[src/rtl/core/tfd_pkg.sv]
// Package for the telemetry frame decoder: parser states, frame kinds,
// header and type letters, payload lengths. No dependencies.
`default_nettype none
package tfd_pkg;

    typedef enum logic [2:0] {
        ST_IDLE,
        ST_DOLLAR,
        ST_TYPE,
        ST_PAYLOAD,
        ST_DECODE,
        ST_EMIT
    } parse_state_t;

    // shared conversion unit sequencer
    typedef enum logic [2:0] {
        A_IDLE,
        A_READ,
        A_CONV1,
        A_CONV2,
        A_CONV3,
        A_DONE
    } alu_state_t;

    localparam logic [7:0] CH_DOLLAR = 8'h24;
    localparam logic [7:0] CH_T      = 8'h54;
    localparam logic [7:0] CH_G      = 8'h47;
    localparam logic [7:0] CH_A      = 8'h41;
    localparam logic [7:0] CH_S      = 8'h53;
    localparam logic [7:0] CH_O      = 8'h4F;
    localparam logic [7:0] CH_N      = 8'h4E;
    localparam logic [7:0] CH_X      = 8'h58;

    localparam logic [2:0] KIND_G = 3'd0;
    localparam logic [2:0] KIND_A = 3'd1;
    localparam logic [2:0] KIND_S = 3'd2;
    localparam logic [2:0] KIND_O = 3'd3;
    localparam logic [2:0] KIND_N = 3'd4;
    localparam logic [2:0] KIND_X = 3'd5;

    localparam logic [4:0] LEN_G = 5'd14;
    localparam logic [4:0] LEN_A = 5'd6;
    localparam logic [4:0] LEN_S = 5'd7;
    localparam logic [4:0] LEN_O = 5'd14;
    localparam logic [4:0] LEN_N = 5'd6;
    localparam logic [4:0] LEN_X = 5'd6;

    // field descriptor handed from the sequencer to the arithmetic unit
    typedef enum logic [2:0] {
        OP_RAW,     // value as assembled
        OP_SPEED,   // (v*36+5)/10
        OP_ALT,     // signed /100 toward zero
        OP_RSSI,    // v*100/255
        OP_AIRSPD,  // v*100
        OP_HEAD     // +360 if negative
    } field_op_t;

    typedef struct packed {
        logic [3:0] pos;    // first payload byte
        logic [2:0] nbytes; // 1, 2 or 4
        logic       sext;   // sign-extend assembled bytes
        logic [2:0] shift;  // right shift after assembly
        logic [5:0] mask;   // mask after shift, all ones for none
        logic       use_mask;
        field_op_t  op;
    } field_desc_t;

    localparam logic [2:0] NF_G = 3'd6;
    localparam logic [2:0] NF_A = 3'd3;
    localparam logic [2:0] NF_S = 3'd7;
    localparam logic [2:0] NF_O = 3'd5;
    localparam logic [2:0] NF_N = 3'd6;
    localparam logic [2:0] NF_X = 3'd5;

    function automatic logic [2:0] num_fields(input logic [2:0] kind);
        logic [2:0] r;
        begin
            unique case (kind)
                KIND_G: r = NF_G;
                KIND_A: r = NF_A;
                KIND_S: r = NF_S;
                KIND_O: r = NF_O;
                KIND_N: r = NF_N;
                default: r = NF_X;
            endcase
            return r;
        end
    endfunction

    function automatic field_desc_t mk(input logic [3:0] pos, input logic [2:0] nb,
                                       input logic sx, input field_op_t op);
        field_desc_t d;
        begin
            d.pos = pos; d.nbytes = nb; d.sext = sx; d.shift = 3'd0;
            d.mask = 6'h3F; d.use_mask = 1'b0; d.op = op;
            return d;
        end
    endfunction

    function automatic field_desc_t field_desc(input logic [2:0] kind,
                                               input logic [2:0] id);
        field_desc_t d;
        begin
            d = mk(4'd0, 3'd1, 1'b0, OP_RAW);
            unique case (kind)
                KIND_G: begin
                    unique case (id)
                        3'd0: d = mk(4'd0, 3'd4, 1'b0, OP_RAW);
                        3'd1: d = mk(4'd4, 3'd4, 1'b0, OP_RAW);
                        3'd2: d = mk(4'd8, 3'd1, 1'b0, OP_SPEED);
                        3'd3: d = mk(4'd9, 3'd4, 1'b1, OP_ALT);
                        3'd4: begin
                            d = mk(4'd13, 3'd1, 1'b0, OP_RAW);
                            d.shift = 3'd2;
                        end
                        default: begin
                            d = mk(4'd13, 3'd1, 1'b0, OP_RAW);
                            d.mask = 6'h03; d.use_mask = 1'b1;
                        end
                    endcase
                end
                KIND_A: begin
                    unique case (id)
                        3'd0: d = mk(4'd0, 3'd2, 1'b1, OP_RAW);
                        3'd1: d = mk(4'd2, 3'd2, 1'b1, OP_RAW);
                        default: d = mk(4'd4, 3'd2, 1'b1, OP_HEAD);
                    endcase
                end
                KIND_S: begin
                    unique case (id)
                        3'd0: d = mk(4'd0, 3'd2, 1'b0, OP_RAW);
                        3'd1: d = mk(4'd2, 3'd2, 1'b0, OP_RAW);
                        3'd2: d = mk(4'd4, 3'd1, 1'b0, OP_RSSI);
                        3'd3: d = mk(4'd5, 3'd1, 1'b0, OP_AIRSPD);
                        3'd4: begin
                            d = mk(4'd6, 3'd1, 1'b0, OP_RAW);
                            d.mask = 6'h01; d.use_mask = 1'b1;
                        end
                        3'd5: begin
                            d = mk(4'd6, 3'd1, 1'b0, OP_RAW);
                            d.shift = 3'd1; d.mask = 6'h01; d.use_mask = 1'b1;
                        end
                        default: begin
                            d = mk(4'd6, 3'd1, 1'b0, OP_RAW);
                            d.shift = 3'd2; d.mask = 6'h3F; d.use_mask = 1'b1;
                        end
                    endcase
                end
                KIND_O: begin
                    unique case (id)
                        3'd0: d = mk(4'd0, 3'd4, 1'b0, OP_RAW);
                        3'd1: d = mk(4'd4, 3'd4, 1'b0, OP_RAW);
                        3'd2: d = mk(4'd8, 3'd4, 1'b0, OP_RAW);
                        3'd3: d = mk(4'd12, 3'd1, 1'b1, OP_RAW);
                        default: d = mk(4'd13, 3'd1, 1'b1, OP_RAW);
                    endcase
                end
                KIND_N: d = mk(4'(id), 3'd1, 1'b0, OP_RAW);
                default: begin
                    if (id == 3'd0) d = mk(4'd0, 3'd2, 1'b0, OP_RAW);
                    else d = mk(4'(id) + 4'd1, 3'd1, 1'b0, OP_RAW);
                end
            endcase
            return d;
        end
    endfunction

endpackage
`default_nettype wire

[src/rtl/core/telemetry_frame_decoder.sv]
// Telemetry frame decoder top level; depends on tfd_pkg and tfd_seq.
// Input is ready while parsing: header, type and payload bytes one per cycle.
// After a good checksum byte the input stalls while each field is read (1, 2 or 4
// bytes) and converted in the shared unit, then sent as one output transaction.
// A bad checksum gives one error transaction, offered in the next cycle.
// Synchronous active-low reset clears parser state and frame counters.
`default_nettype none
module telemetry_frame_decoder
    import tfd_pkg::*;
#(
    parameter int MAX_PAYLOAD = 14,
    parameter int COUNT_BITS  = 16
) (
    input  wire logic        aclk,
    input  wire logic        aresetn,
    input  wire logic [7:0]  s_axis_tdata,  // rx_byte
    input  wire logic        s_axis_tvalid,
    output      logic        s_axis_tready,
    // value[31:0], good_frames[47:32], bad_frames[63:48]
    output      logic [63:0] m_axis_tdata,
    // status[0], frame_kind[3:1], item_id[6:4]
    output      logic [6:0]  m_axis_tuser,
    output      logic        m_axis_tlast,  // last_of_frame
    output      logic        m_axis_tvalid,
    input  wire logic        m_axis_tready
);
    tfd_seq #(.MAX_PAYLOAD(MAX_PAYLOAD), .COUNT_BITS(COUNT_BITS)) u_seq (
        .aclk(aclk), .aresetn(aresetn),
        .s_axis_tdata(s_axis_tdata), .s_axis_tvalid(s_axis_tvalid),
        .s_axis_tready(s_axis_tready),
        .m_axis_tdata(m_axis_tdata), .m_axis_tuser(m_axis_tuser),
        .m_axis_tlast(m_axis_tlast),
        .m_axis_tvalid(m_axis_tvalid), .m_axis_tready(m_axis_tready)
    );
endmodule
`default_nettype wire

[src/rtl/core/tfd_ram.sv]
// Generic single-port write, registered-read RAM.
// No dependencies.
`default_nettype none
module tfd_ram #(
    parameter int WIDTH = 8,
    parameter int DEPTH = 14
) (
    input  wire logic                     aclk,
    input  wire logic                     wr_en,
    input  wire logic [$clog2(DEPTH)-1:0] wr_addr,
    input  wire logic [WIDTH-1:0]         wr_data,
    input  wire logic [$clog2(DEPTH)-1:0] rd_addr,
    output      logic [WIDTH-1:0]         rd_data
);
    logic [WIDTH-1:0] mem [DEPTH];

    always_ff @(posedge aclk) begin
        if (wr_en) mem[wr_addr] <= wr_data;
        rd_data <= mem[rd_addr];
    end
endmodule
`default_nettype wire

[src/rtl/core/tfd_alu.sv]
// Shared conversion unit: assembles a field byte by byte, then applies
// one conversion step per cycle (multiply by constant, shift, fix-up).
// Depends on tfd_pkg.
`default_nettype none
module tfd_alu
    import tfd_pkg::*;
(
    input  wire logic        aclk,
    input  wire logic        aresetn,
    input  wire logic        start,
    input  wire field_desc_t desc,
    input  wire logic [7:0]  rd_data,   // RAM byte, addressed by rd_addr in the cycle before
    output      logic [3:0]  rd_addr,
    output      logic        done,
    output      logic [31:0] result
);
    alu_state_t  st_reg, st_next;
    field_desc_t d_reg;
    logic [2:0]  cnt_reg;         // bytes requested
    logic [2:0]  got_reg;         // bytes received
    logic [31:0] acc_reg, acc_next;
    logic [63:0] prod_reg, prod_next;
    logic [63:0] p;
    logic [31:0] sx;

    assign rd_addr = d_reg.pos + {1'b0, cnt_reg};
    assign done    = (st_reg == A_DONE);
    assign result  = acc_reg;

    always_comb begin
        unique case (d_reg.nbytes)
            3'd1: sx = d_reg.sext ? {{24{acc_reg[7]}}, acc_reg[7:0]} : {24'd0, acc_reg[7:0]};
            3'd2: sx = d_reg.sext ? {{16{acc_reg[15]}}, acc_reg[15:0]}
                                  : {16'd0, acc_reg[15:0]};
            default: sx = acc_reg;
        endcase
    end

    always_comb begin
        st_next   = st_reg;
        acc_next  = acc_reg;
        prod_next = prod_reg;
        p         = 64'd0;
        unique case (st_reg)
            A_IDLE: if (start) st_next = A_READ;
            A_READ: begin
                if (got_reg == d_reg.nbytes) st_next = A_CONV1;
            end
            A_CONV1: begin
                acc_next = sx;
                if (d_reg.use_mask || d_reg.shift != 3'd0)
                    acc_next = (sx >> d_reg.shift) & (d_reg.use_mask ? {26'd0, d_reg.mask}
                                                                     : 32'hFFFF_FFFF);
                unique case (d_reg.op)
                    OP_SPEED:  prod_next = 64'(sx) * 64'd36 + 64'd5;
                    OP_RSSI:   prod_next = 64'(sx) * 64'd100;
                    OP_AIRSPD: prod_next = 64'(sx) * 64'd100;
                    OP_ALT:    prod_next = {32'd0, sx[31] ? (32'd0 - sx) : sx};
                    default:   prod_next = 64'd0;
                endcase
                if (d_reg.op == OP_HEAD && sx[31]) acc_next = sx + 32'd360;
                st_next = A_CONV2;
            end
            A_CONV2: begin
                // reciprocal multiply for the divide steps
                unique case (d_reg.op)
                    OP_SPEED: prod_next = (64'(prod_reg[31:0]) * 64'd52429) >> 19;      // /10
                    OP_RSSI:  prod_next = (64'(prod_reg[31:0]) * 64'd32897) >> 23;      // /255
                    OP_ALT:   prod_next = (64'(prod_reg[31:0]) * 64'd2748779070) >> 38; // /100
                    default:  prod_next = prod_reg;
                endcase
                st_next = A_CONV3;
            end
            A_CONV3: begin
                p = prod_reg;
                unique case (d_reg.op)
                    OP_SPEED, OP_RSSI, OP_AIRSPD: acc_next = p[31:0];
                    OP_ALT: acc_next = sx[31] ? (32'd0 - p[31:0]) : p[31:0];
                    default: ;
                endcase
                st_next = A_DONE;
            end
            A_DONE: st_next = A_IDLE;
            default: st_next = A_IDLE;
        endcase
    end

    always_ff @(posedge aclk) begin
        if (!aresetn) begin
            st_reg  <= A_IDLE;
            cnt_reg <= 3'd0;
            got_reg <= 3'd0;
        end else begin
            st_reg <= st_next;
            if (st_reg == A_IDLE && start) begin
                d_reg   <= desc;
                cnt_reg <= 3'd0;
                got_reg <= 3'd0;
                acc_reg <= 32'd0;
            end else if (st_reg == A_READ) begin
                if (cnt_reg != d_reg.nbytes) cnt_reg <= cnt_reg + 3'd1;
                if (cnt_reg != 3'd0 && got_reg != d_reg.nbytes) begin
                    acc_reg <= acc_reg | (32'(rd_data) << {got_reg[1:0], 3'b000});
                    got_reg <= got_reg + 3'd1;
                end
            end else begin
                acc_reg <= acc_next;
            end
            prod_reg <= prod_next;
        end
    end
endmodule
`default_nettype wire

[src/rtl/core/tfd_seq.sv]
// Frame parser and result sequencer: header hunt, payload capture with
// XOR check, then one field at a time through the shared unit.
// Depends on tfd_pkg, tfd_ram, tfd_alu.
`default_nettype none
module tfd_seq
    import tfd_pkg::*;
#(
    parameter int MAX_PAYLOAD = 14,
    parameter int COUNT_BITS  = 16
) (
    input  wire logic        aclk,
    input  wire logic        aresetn,
    input  wire logic [7:0]  s_axis_tdata,  // rx_byte
    input  wire logic        s_axis_tvalid,
    output      logic        s_axis_tready,
    output      logic [63:0] m_axis_tdata,  // value, good_frames, bad_frames
    output      logic [6:0]  m_axis_tuser,  // status, frame_kind, item_id
    output      logic        m_axis_tlast,
    output      logic        m_axis_tvalid,
    input  wire logic        m_axis_tready
);
    localparam int AW = $clog2(MAX_PAYLOAD);

    parse_state_t st_reg, st_next;
    logic [2:0]  kind_reg;
    logic [4:0]  len_reg;
    logic [4:0]  idx_reg;
    logic [7:0]  xor_reg;
    logic [COUNT_BITS-1:0] good_reg, bad_reg;
    logic [2:0]  id_reg;
    logic        err_reg;
    logic        alu_busy_reg;
    logic [31:0] val_reg;
    logic        acc;
    logic        start;
    logic        alu_done;
    logic [31:0] alu_res;
    logic [3:0]  alu_addr;
    logic [7:0]  rd_data;
    logic [2:0]  tkind;
    logic        tok;

    assign acc = s_axis_tvalid && s_axis_tready;

    always_comb begin
        tok = 1'b1;
        tkind = KIND_G;
        unique case (s_axis_tdata)
            CH_G: tkind = KIND_G;
            CH_A: tkind = KIND_A;
            CH_S: tkind = KIND_S;
            CH_O: tkind = KIND_O;
            CH_N: tkind = KIND_N;
            CH_X: tkind = KIND_X;
            default: tok = 1'b0;
        endcase
    end

    // checksum byte is not stored
    tfd_ram #(.WIDTH(8), .DEPTH(MAX_PAYLOAD)) u_ram (
        .aclk(aclk),
        .wr_en(acc && st_reg == ST_PAYLOAD && idx_reg < len_reg),
        .wr_addr(idx_reg[AW-1:0]),
        .wr_data(s_axis_tdata),
        .rd_addr(AW'(alu_addr)),
        .rd_data(rd_data)
    );

    assign start = (st_reg == ST_DECODE) && !alu_busy_reg;

    tfd_alu u_alu (
        .aclk(aclk), .aresetn(aresetn), .start(start),
        .desc(field_desc(kind_reg, id_reg)), .rd_data(rd_data),
        .rd_addr(alu_addr), .done(alu_done), .result(alu_res)
    );

    always_comb begin
        st_next = st_reg;
        unique case (st_reg)
            ST_IDLE:   if (acc) st_next = (s_axis_tdata == CH_DOLLAR) ? ST_DOLLAR : ST_IDLE;
            ST_DOLLAR: if (acc) st_next = (s_axis_tdata == CH_T) ? ST_TYPE : ST_IDLE;
            ST_TYPE:   if (acc) st_next = tok ? ST_PAYLOAD : ST_IDLE;
            ST_PAYLOAD:
                if (acc && idx_reg >= len_reg)
                    st_next = ((xor_reg ^ s_axis_tdata) == 8'd0) ? ST_DECODE : ST_EMIT;
            ST_DECODE: if (alu_done) st_next = ST_EMIT;
            ST_EMIT:
                if (m_axis_tready)
                    st_next = (err_reg || id_reg == num_fields(kind_reg) - 3'd1)
                            ? ST_IDLE : ST_DECODE;
            default: st_next = ST_IDLE;
        endcase
    end

    always_comb begin
        s_axis_tready = (st_reg == ST_IDLE) || (st_reg == ST_DOLLAR) ||
                        (st_reg == ST_TYPE) || (st_reg == ST_PAYLOAD);
        m_axis_tvalid = (st_reg == ST_EMIT);
        m_axis_tlast  = err_reg || (id_reg == num_fields(kind_reg) - 3'd1);
        m_axis_tdata  = {16'(bad_reg), 16'(good_reg), err_reg ? 32'd0 : val_reg};
        m_axis_tuser  = {err_reg ? 3'd0 : id_reg, kind_reg, err_reg};
    end

    always_ff @(posedge aclk) begin
        if (!aresetn) begin
            st_reg       <= ST_IDLE;
            kind_reg     <= 3'd0;
            len_reg      <= 5'd0;
            idx_reg      <= 5'd0;
            xor_reg      <= 8'd0;
            good_reg     <= '0;
            bad_reg      <= '0;
            id_reg       <= 3'd0;
            err_reg      <= 1'b0;
            alu_busy_reg <= 1'b0;
        end else begin
            st_reg <= st_next;
            if (start) alu_busy_reg <= 1'b1;
            if (alu_done) begin
                alu_busy_reg <= 1'b0;
                val_reg      <= alu_res;
            end
            if (acc && st_reg == ST_TYPE) begin
                idx_reg <= 5'd0;
                xor_reg <= 8'd0;
                if (tok) begin
                    kind_reg <= tkind;
                    unique case (tkind)
                        KIND_G: len_reg <= LEN_G;
                        KIND_A: len_reg <= LEN_A;
                        KIND_S: len_reg <= LEN_S;
                        KIND_O: len_reg <= LEN_O;
                        KIND_N: len_reg <= LEN_N;
                        default: len_reg <= LEN_X;
                    endcase
                end
            end
            if (acc && st_reg == ST_PAYLOAD) begin
                xor_reg <= xor_reg ^ s_axis_tdata;
                if (idx_reg >= len_reg) begin
                    id_reg <= 3'd0;
                    if ((xor_reg ^ s_axis_tdata) == 8'd0) begin
                        err_reg  <= 1'b0;
                        good_reg <= good_reg + COUNT_BITS'(1);
                    end else begin
                        err_reg <= 1'b1;
                        bad_reg <= bad_reg + COUNT_BITS'(1);
                    end
                end else begin
                    idx_reg <= idx_reg + 5'd1;
                end
            end
            if (st_reg == ST_EMIT && m_axis_tready) id_reg <= id_reg + 3'd1;
        end
    end
endmodule
`default_nettype wire

[config.mk]
export PLATFORM = sky130hd
export DESIGN_NAME = telemetry_frame_decoder
export DESIGN_NICKNAME = d
export VERILOG_FILES = /design/src/rtl/core/tfd_pkg.sv /design/src/rtl/core/telemetry_frame_decoder.sv /design/src/rtl/core/tfd_ram.sv /design/src/rtl/core/tfd_alu.sv /design/src/rtl/core/tfd_seq.sv
export SDC_FILE = /design/constraint.sdc
export NUM_CORES = 2
export LEC_CHECK = 0
export ABC_AREA = 1
export BUFFER_PORTS_ARGS = -buffer_cell sky130_fd_sc_hd__buf_2
export CAP_MARGIN = 20
export CELL_PAD_IN_SITES_DETAIL_PLACEMENT = 1
export CELL_PAD_IN_SITES_GLOBAL_PLACEMENT = 1
export CORE_MARGIN = 3
export CORE_UTILIZATION = 40
export DETAILED_ROUTE_END_ITERATION = 8
export PLACE_DENSITY = 0.67
export SYNTH_ARGS = -nofsm -noshare
export SYNTH_HDL_FRONTEND = slang
export SYNTH_SLANG_ARGS = --single-unit
[constraint.sdc]
create_clock -name aclk -period 18.8 [get_ports aclk]
set_input_delay 1.88 -clock aclk [delete_from_list [all_inputs] [get_ports aclk]]
set_output_delay 1.88 -clock aclk [all_outputs]
set_load 0.05 [all_outputs]
After elaboration in Yosys (flattened, before gate mapping)
Memory sizes are Yosys's and may differ from the RTL's. A register that Yosys moved wholly into a read port is not among the register bits.
Cells that the tools add are included.
{"block": "word_totals", "ramBits": 112, "word_cells": 209, "memories": 1, "output_inout_bits": 74, "ff_bits": 187}
{"name": "u_seq.u_ram.mem", "depth": 14, "width": 8, "rd": 1, "rd_clocked_by_memory_dff": 1, "wr": 1, "line_no": "tfd_ram.sv:15", "rtl": "logic [WIDTH-1:0] mem [DEPTH];"}
{"block": "op_classes", "n_shift": 2, "n_lt_le_gt_ge": 2, "mux": 55, "n_addsub": 14, "eq_ne": 52, "n_bitwise": 5, "n_reduce_logical": 50, "n_mul": 5}
{"operator": "32-bit 2-to-1 mux", "n": 10}
{"operator": "32-bit one-hot mux with 2 select lines", "n": 4}
{"operator": "21-bit one-hot mux with 5 select lines", "n": 2}
{"operator": "32-bit one-hot mux with 3 select lines", "n": 2}
{"operator": "20-bit one-hot mux with 6 select lines", "n": 1}
{"operator": "32-bit by 16-bit multiplier with 48-bit output, second input constant", "n": 2}
{"operator": "21-bit one-hot mux with 4 select lines", "n": 1}
{"operator": "1-bit by 32-bit subtractor with 32-bit output, first input constant", "n": 2}
{"operator": "32-bit by 31-bit multiplier with 63-bit output, second input constant", "n": 1}
{"operator": "8-bit by 7-bit equality test with 1-bit output, second input constant", "n": 7}
{"operator": "3-bit 2-to-1 mux", "n": 15}
{"operator": "20-bit one-hot mux with 2 select lines", "n": 1}
{"operator": "3-bit by 2-bit equality test with 1-bit output, second input constant", "n": 13}
{"operator": "16-bit by 1-bit adder with 16-bit output, second input constant", "n": 2}
{"operator": "32-bit by 3-bit adder with 32-bit output, second input constant", "n": 1}
{"operator": "32-bit by 9-bit adder with 32-bit output, second input constant", "n": 1}
{"operator": "32-bit AND", "n": 1}
{"operator": "32-bit by 4-bit multiplier with 30-bit output, second input constant", "n": 1}
{"operator": "32-bit by 5-bit multiplier with 30-bit output, second input constant", "n": 1}
{"operator": "32-bit bitwise OR", "n": 1}
{"operator": "8-bit by 5-bit left shift with 32-bit output", "n": 1}
{"operator": "32-bit by 3-bit right shift with 32-bit output", "n": 1}
{"operator": "3-bit one-hot mux with 5 select lines", "n": 2}
{"operator": "3-bit equality test, second input constant", "n": 9}
{"operator": "other kinds (41)", "n": 103}

Logic depth before layout (Yosys ltp)
{"block": "logic_depth", "depth_word": 11, "ltp_mapped": 32, "depth_no_buf": 32}

Hierarchy
From an unflattened synthesis, not the netlist that was laid out.
{"block": "hier_totals", "cells_unflattened": 7498, "hier_area_um2": 56994.7}
{"mod": "tfd_alu", "seq_area_each_um2": 2732.6, "cells_each": 6303, "area_each_um2": 46882.5, "n_inst": 1}
{"mod": "tfd_seq", "seq_area_each_um2": 2142.1, "cells_each": 740, "area_each_um2": 5138.7, "n_inst": 1}
{"mod": "tfd_ram", "seq_area_each_um2": 3523.4, "cells_each": 455, "area_each_um2": 4973.5, "n_inst": 1}

Worst setup path before layout
OpenSTA, ideal clock, no wires.
{"block": "synth_timing", "kind": "register to register", "startpoint": "register u_seq.u_alu.prod_reg[12]", "endpoint": "register u_seq.u_alu.prod_reg[25], data pin", "arrival_time_ns": 6.388, "required_ns": 18.548, "path_buffers": 0, "slack_ns": 12.160, "path_stages_with_launch": 29, "cell_sequence": "edfxtp_1 > inv_1 > ha_1 > fa_1 > fa_1 > inv_1 > fa_1 > inv_1 > fa_1 > fa_1 > fa_1 > inv_1 > fa_1 > inv_1 > ha_1 > nand2_1 > nor2_1 > inv_1 > nor2_1 > inv_1 > o21ai_0 > a21oi_1 > nand3b_1 > nand2_1 > nand2_1 > nand3_1 > nand2_1 > nand2_1 > nand2_1"}
{"block": "synth_between", "elab_chain_len": 3, "word_cells_on_any_way": 4, "cone_classes": "2 x mul; 2 x mux"}
{"element": "from (decl)", "line_no": "tfd_alu.sv:22", "rtl": "logic [63:0] prod_reg, prod_next;"}
{"element": "from (signal assigned)", "line_no": "tfd_alu.sv:109", "rtl": "prod_reg <= prod_next;"}
{"element": "32-bit by 31-bit multiplier with 63-bit output / 32-bit by 16-bit multiplier with 48-bit output (equally long branches)", "line_no": "tfd_alu.sv:69, tfd_alu.sv:67"}
{"element": "32-bit one-hot mux with 3 select lines *", "line_no": "tfd_alu.sv:66", "rtl": "unique case (d_reg.op)"}
{"element": "32-bit one-hot mux with 2 select lines *", "line_no": "tfd_alu.sv:44", "rtl": "unique case (st_reg)"}
{"element": "net u_seq.u_alu.prod_next[25]", "line_no": "tfd_alu.sv:22"}
Mark *: on every way through the listed nets, which the timed path passes. The rest lies on a longest branch. The select of a mux whose other input is x is not followed.
A chain may end at the register's enable or synchronous reset.

Worst setup path after layout
{"block": "layout_timing", "startpoint": "register u_seq.u_alu.prod_reg[9]", "endpoint": "register u_seq.u_alu.prod_reg[13], data pin"}
{"block": "layout_between", "elab_chain_len": 3, "word_cells_on_any_way": 5, "cone_classes": "3 x mul; 2 x mux"}
{"element": "32-bit by 31-bit multiplier with 63-bit output, or another cell as far along", "line_no": "tfd_alu.sv:69", "rtl": "OP_ALT: prod_next = (64'(prod_reg[31:0]) * 64'd2748779070) >> 38;"}
{"element": "32-bit one-hot mux with 3 select lines *", "line_no": "tfd_alu.sv:66"}
{"element": "32-bit one-hot mux with 2 select lines *", "line_no": "tfd_alu.sv:44"}
{"element": "net u_seq.u_alu.prod_next[13]", "line_no": "tfd_alu.sv:22"}
Marks and branches as above.

==> metrics <==
top_reg_cell synth=edfxtp_1; skew final=about 0.045 ns; antenna-violating nets left=0; Final nets=8722; CTS tree=yes; reg2reg end=u_seq.u_alu.prod_reg[13]$_DFFE_PP_; Pwr Density=between 20 and 30 nW/um^2; CTS Sinks=300; worst-skew pair later-pin latency=0.60 ns; largest net degree at the start of global routing=50; unrepaired setup endpoints after global routing=false; H-tree levels=2; Place WS=10.41 ns; reg2reg start=u_seq.u_alu.prod_reg[9]$_DFFE_PP_; clock root buffer=clkbuf_16; critical path launch point type=flip-flop; fmax=approximately 0.12 GHz; register area share after synthesis=14.9%; asr flop ratio synth=0%; routability congestion estimate=1.06; critical path type=flip-flop to flip-flop; Worst EP required=around 19 ns; Hold Vio Cnt, Final=0; post-CTS setup buffers=0; via count=49.6k; drt drc=0; M3 GR Usage=about 5%; Layout Cells excl Fill=between 9k and 10k; number of max-cap violations=0; CTS Buf Count=37; share of cells above drive strength 1=between 4 and 5%; Inst Count DP=approximately 9k; Initial Util=about two fifths; num rows=135; synth unique cells=68; final setup fails=0; crit-path max cell delay=0.91 ns; status=finished clean; Pins Over Slew Limit=0; Worst Max-Slew Pin Slew=approximately 1.1 ns; placed wire-length estimate=201 mm; hold_sp=u_seq.xor_reg[2]$_SDFFE_PN0P_; Biggest register=u_seq.u_ram.mem; worst-path maximum fanout=9; synthesized area per cell=7.82 sq um; area growth from synthesis to layout=7.57%; CP most frequent cell=fa_1; GRT met2 Usage=a little over half; Final min period=roughly 8.3 ns; CP top delay family=adder cells; Post-CTS Resized=0; fin crit share=44.3%; vias in the first global route=between 50k and 60k; Mapped Nets=around 8.6k; final WL=235 mm; CP endpoint kind=flip-flop; initial antenna violation count=13; reg2reg path depth=25; total core area=roughly 140000 sq um; FILL cells=16.9k; total congestion overflow=0; drt wl/cell=around 26 um; Min-Delay Path Class=flip-flop to flip-flop; Die H=378 um; R2R Setup Slk=approximately 10 ns; leak pwr=30.0 nW; Finished Core Util=a little over two fifths; DR pass1 iterations=5; Max-slew headroom=approximately a quarter; top-area cell type share of the netlist area=between 20% and 30%; Reg clk slew, reported paths=0.07 ns; Synth Instances=roughly 7.1k; Final TNS setup=0 ns; met1 Use GR=41.9%; Syn. warnings=0; first-pass GRT wire length=348 mm; Die Footprint=between 100000 and 150000 sq um; slowest cell on the critical path=edfxtp_1; worst-case clock buffer depth=3; Hold Path Sink=u_seq.xor_reg[2]$_SDFFE_PN0P_; IO Port Bufs=85; Final WS setup=10.47 ns; die width=approximately 380 um; Worst Hold Depth=2; #FFs+latches synth=300; Via-to-Cell Ratio=approximately 5.5; I/O pins=86; area leader, netlist=fa_1; CTS Hold Buffers Added=0; Post-synth EDFFs=224; WP buf/inv=6; VDD IR max=around 0.059 mV; Post-Syn Area=about 55000 sq um; Synth area leaders=fa_1 22%, ha_1 20%, edfxtp_1 12%; global route hottest layer=met2; 1st-iter DRT viols=3830; Largest register FFs=between 100 and 150; WP data arrival=8.64 ns; Total GRT Usage=roughly a third
## cells in the mapped netlist (27+ instances only)
cell type  instances
nor3_1            88
a31oi_1           36
inv_1           1596
or2_2             27
o22ai_1           37
dfxtp_1           76
clkbuf_1          72
nor2_1           583
fa_1             618
a21o_1            29
nand3_1          361
ha_1             898
o211ai_1          28
nand4_1           51
xor2_1            52
edfxtp_1         224
a21oi_1          379
o21ai_0          380
nand2_1         1201
## stage by stage
step                instance area, sq um  power, W  hold WS (ns)
global placement                   58200  0.000735         0.456
detailed placement                 58200  0.000735         0.469
CTS                                59500   0.00154         0.488
floorplan                          55400  0.000726         0.426
global route                       59600   0.00156         0.514
finish                             59600   0.00152         0.485
## layer usage
| layer | vias to the layer above | routed length (um) |
|---|---|---|
| met1 | 24900 | 99400 |
| met4 | 12 | 12800 |
| met3 | 386 | 13500 |
| met2 | 1406 | 109000 |
| met5 | - | 80 |
| li1 | 22900 | - |
## layout by cell type (no fill, tap or decap), drive strengths merged, types with 8 or more instances in the layout
master	instances
o21a	20
nand3	366
o21ai	404
a21o	29
xnor2	25
o31ai	12
nand4	53
fa	618
o22ai	37
nand2	1224
o21bai	26
nor3	89
nor3b	9
nor2	606
a211oi	9
o221ai	14
a21oi	392
or2	28
a21boi	12
clkinv	19
nor4	21
mux2i	8
edfxtp	224
xor2	52
dfxtp	76
inv	1614
buf	162
o211ai	28
a31oi	36
nand3b	26
ha	898
clkbuf	48
mux2	8
## layout make-up
cell class / count / area [sq um] / area share (%)
Clock buffer: 47 / 993 / 1.67
Inverter: 1620 / 6090 / 10.2
Sequential cell: 300 / 8250 / 13.8
Clock inverter: 21 / 342 / 0.573
Antenna cell: 4 / 10.0 / 0.0168
Timing Repair Buffer: 163 / 1040 / 1.75
Multi-Input combinational cell: 5072 / 40700 / 68.2
Tap cell: 1781 / 2230 / 3.74
## worst max-delay path by stage
stage                                       start                                 end  slack (ns)  depth (start not counted)
6_report        u_seq.u_alu.prod_reg[9]$_DFFE_PP_  u_seq.u_alu.prod_reg[13]$_DFFE_PP_       10.47                         25
2_1_floorplan  u_seq.u_alu.prod_reg[12]$_DFFE_PP_  u_seq.u_alu.prod_reg[25]$_DFFE_PP_       12.16                         28
3_5_place_dp    u_seq.u_alu.prod_reg[9]$_DFFE_PP_  u_seq.u_alu.prod_reg[13]$_DFFE_PP_       10.41                         25
5_1_grt         u_seq.u_alu.prod_reg[9]$_DFFE_PP_   u_seq.u_alu.prod_reg[5]$_DFFE_PP_       10.04                         28
3_3_place_gp    u_seq.u_alu.prod_reg[9]$_DFFE_PP_  u_seq.u_alu.prod_reg[13]$_DFFE_PP_       10.51                         25
4_1_cts         u_seq.u_alu.prod_reg[9]$_DFFE_PP_  u_seq.u_alu.prod_reg[13]$_DFFE_PP_       10.36                         25
## kinds of logic (layout without fill, tap and decap cells)
| logic type | count (synthesis) | after routing | synth area share, % |
|---|---|---|---|
| and+or+nand+nor | 2428 | 2428 | 18.7 |
| buffers and inverters | 1719 | 1851 | 11.8 |
| adders and majority gates | 1516 | 1516 | 42.6 |
| AOI/OAI and AO/OA | 1035 | 1035 | 10.5 |
| DFF | 300 | 300 | 14.9 |
| xor gates and xnor gates | 77 | 77 | 1.22 |
| muxes | 16 | 16 | 0.307 |
| other | 0 | 4 | 0 |
## worst reg2reg max path, stage by stage (launching register included)
cell and delay, ns:
edfxtp_1 0.91, buf_4 0.34, inv_1 0.18, ha_1 0.51, inv_1 0.10, fa_1 0.48, inv_1 0.05, fa_1 0.45
ha_1 0.35, fa_1 0.53, fa_1 0.53, fa_1 0.56, inv_1 0.06, fa_1 0.54, inv_1 0.05, ha_1 0.31
a21oi_1 0.23, o21ai_0 0.15, a21oi_1 0.23, o21bai_1 0.09, a21oi_1 0.12, nand2_1 0.10, o21ai_0 0.84, nand3_1 0.15
nand2_1 0.10, nand2_1 0.08
## power breakdown
part	internal, W	total [W]	switching (W)
clock	0.000477	0.000804	0.000327
sequential	0.000706	0.000706	0.00000000321
combinational	0.00000273	0.0000148	0.0000120
total	0.00119	0.00152	0.000339
(Power assumes the default switching activity.)
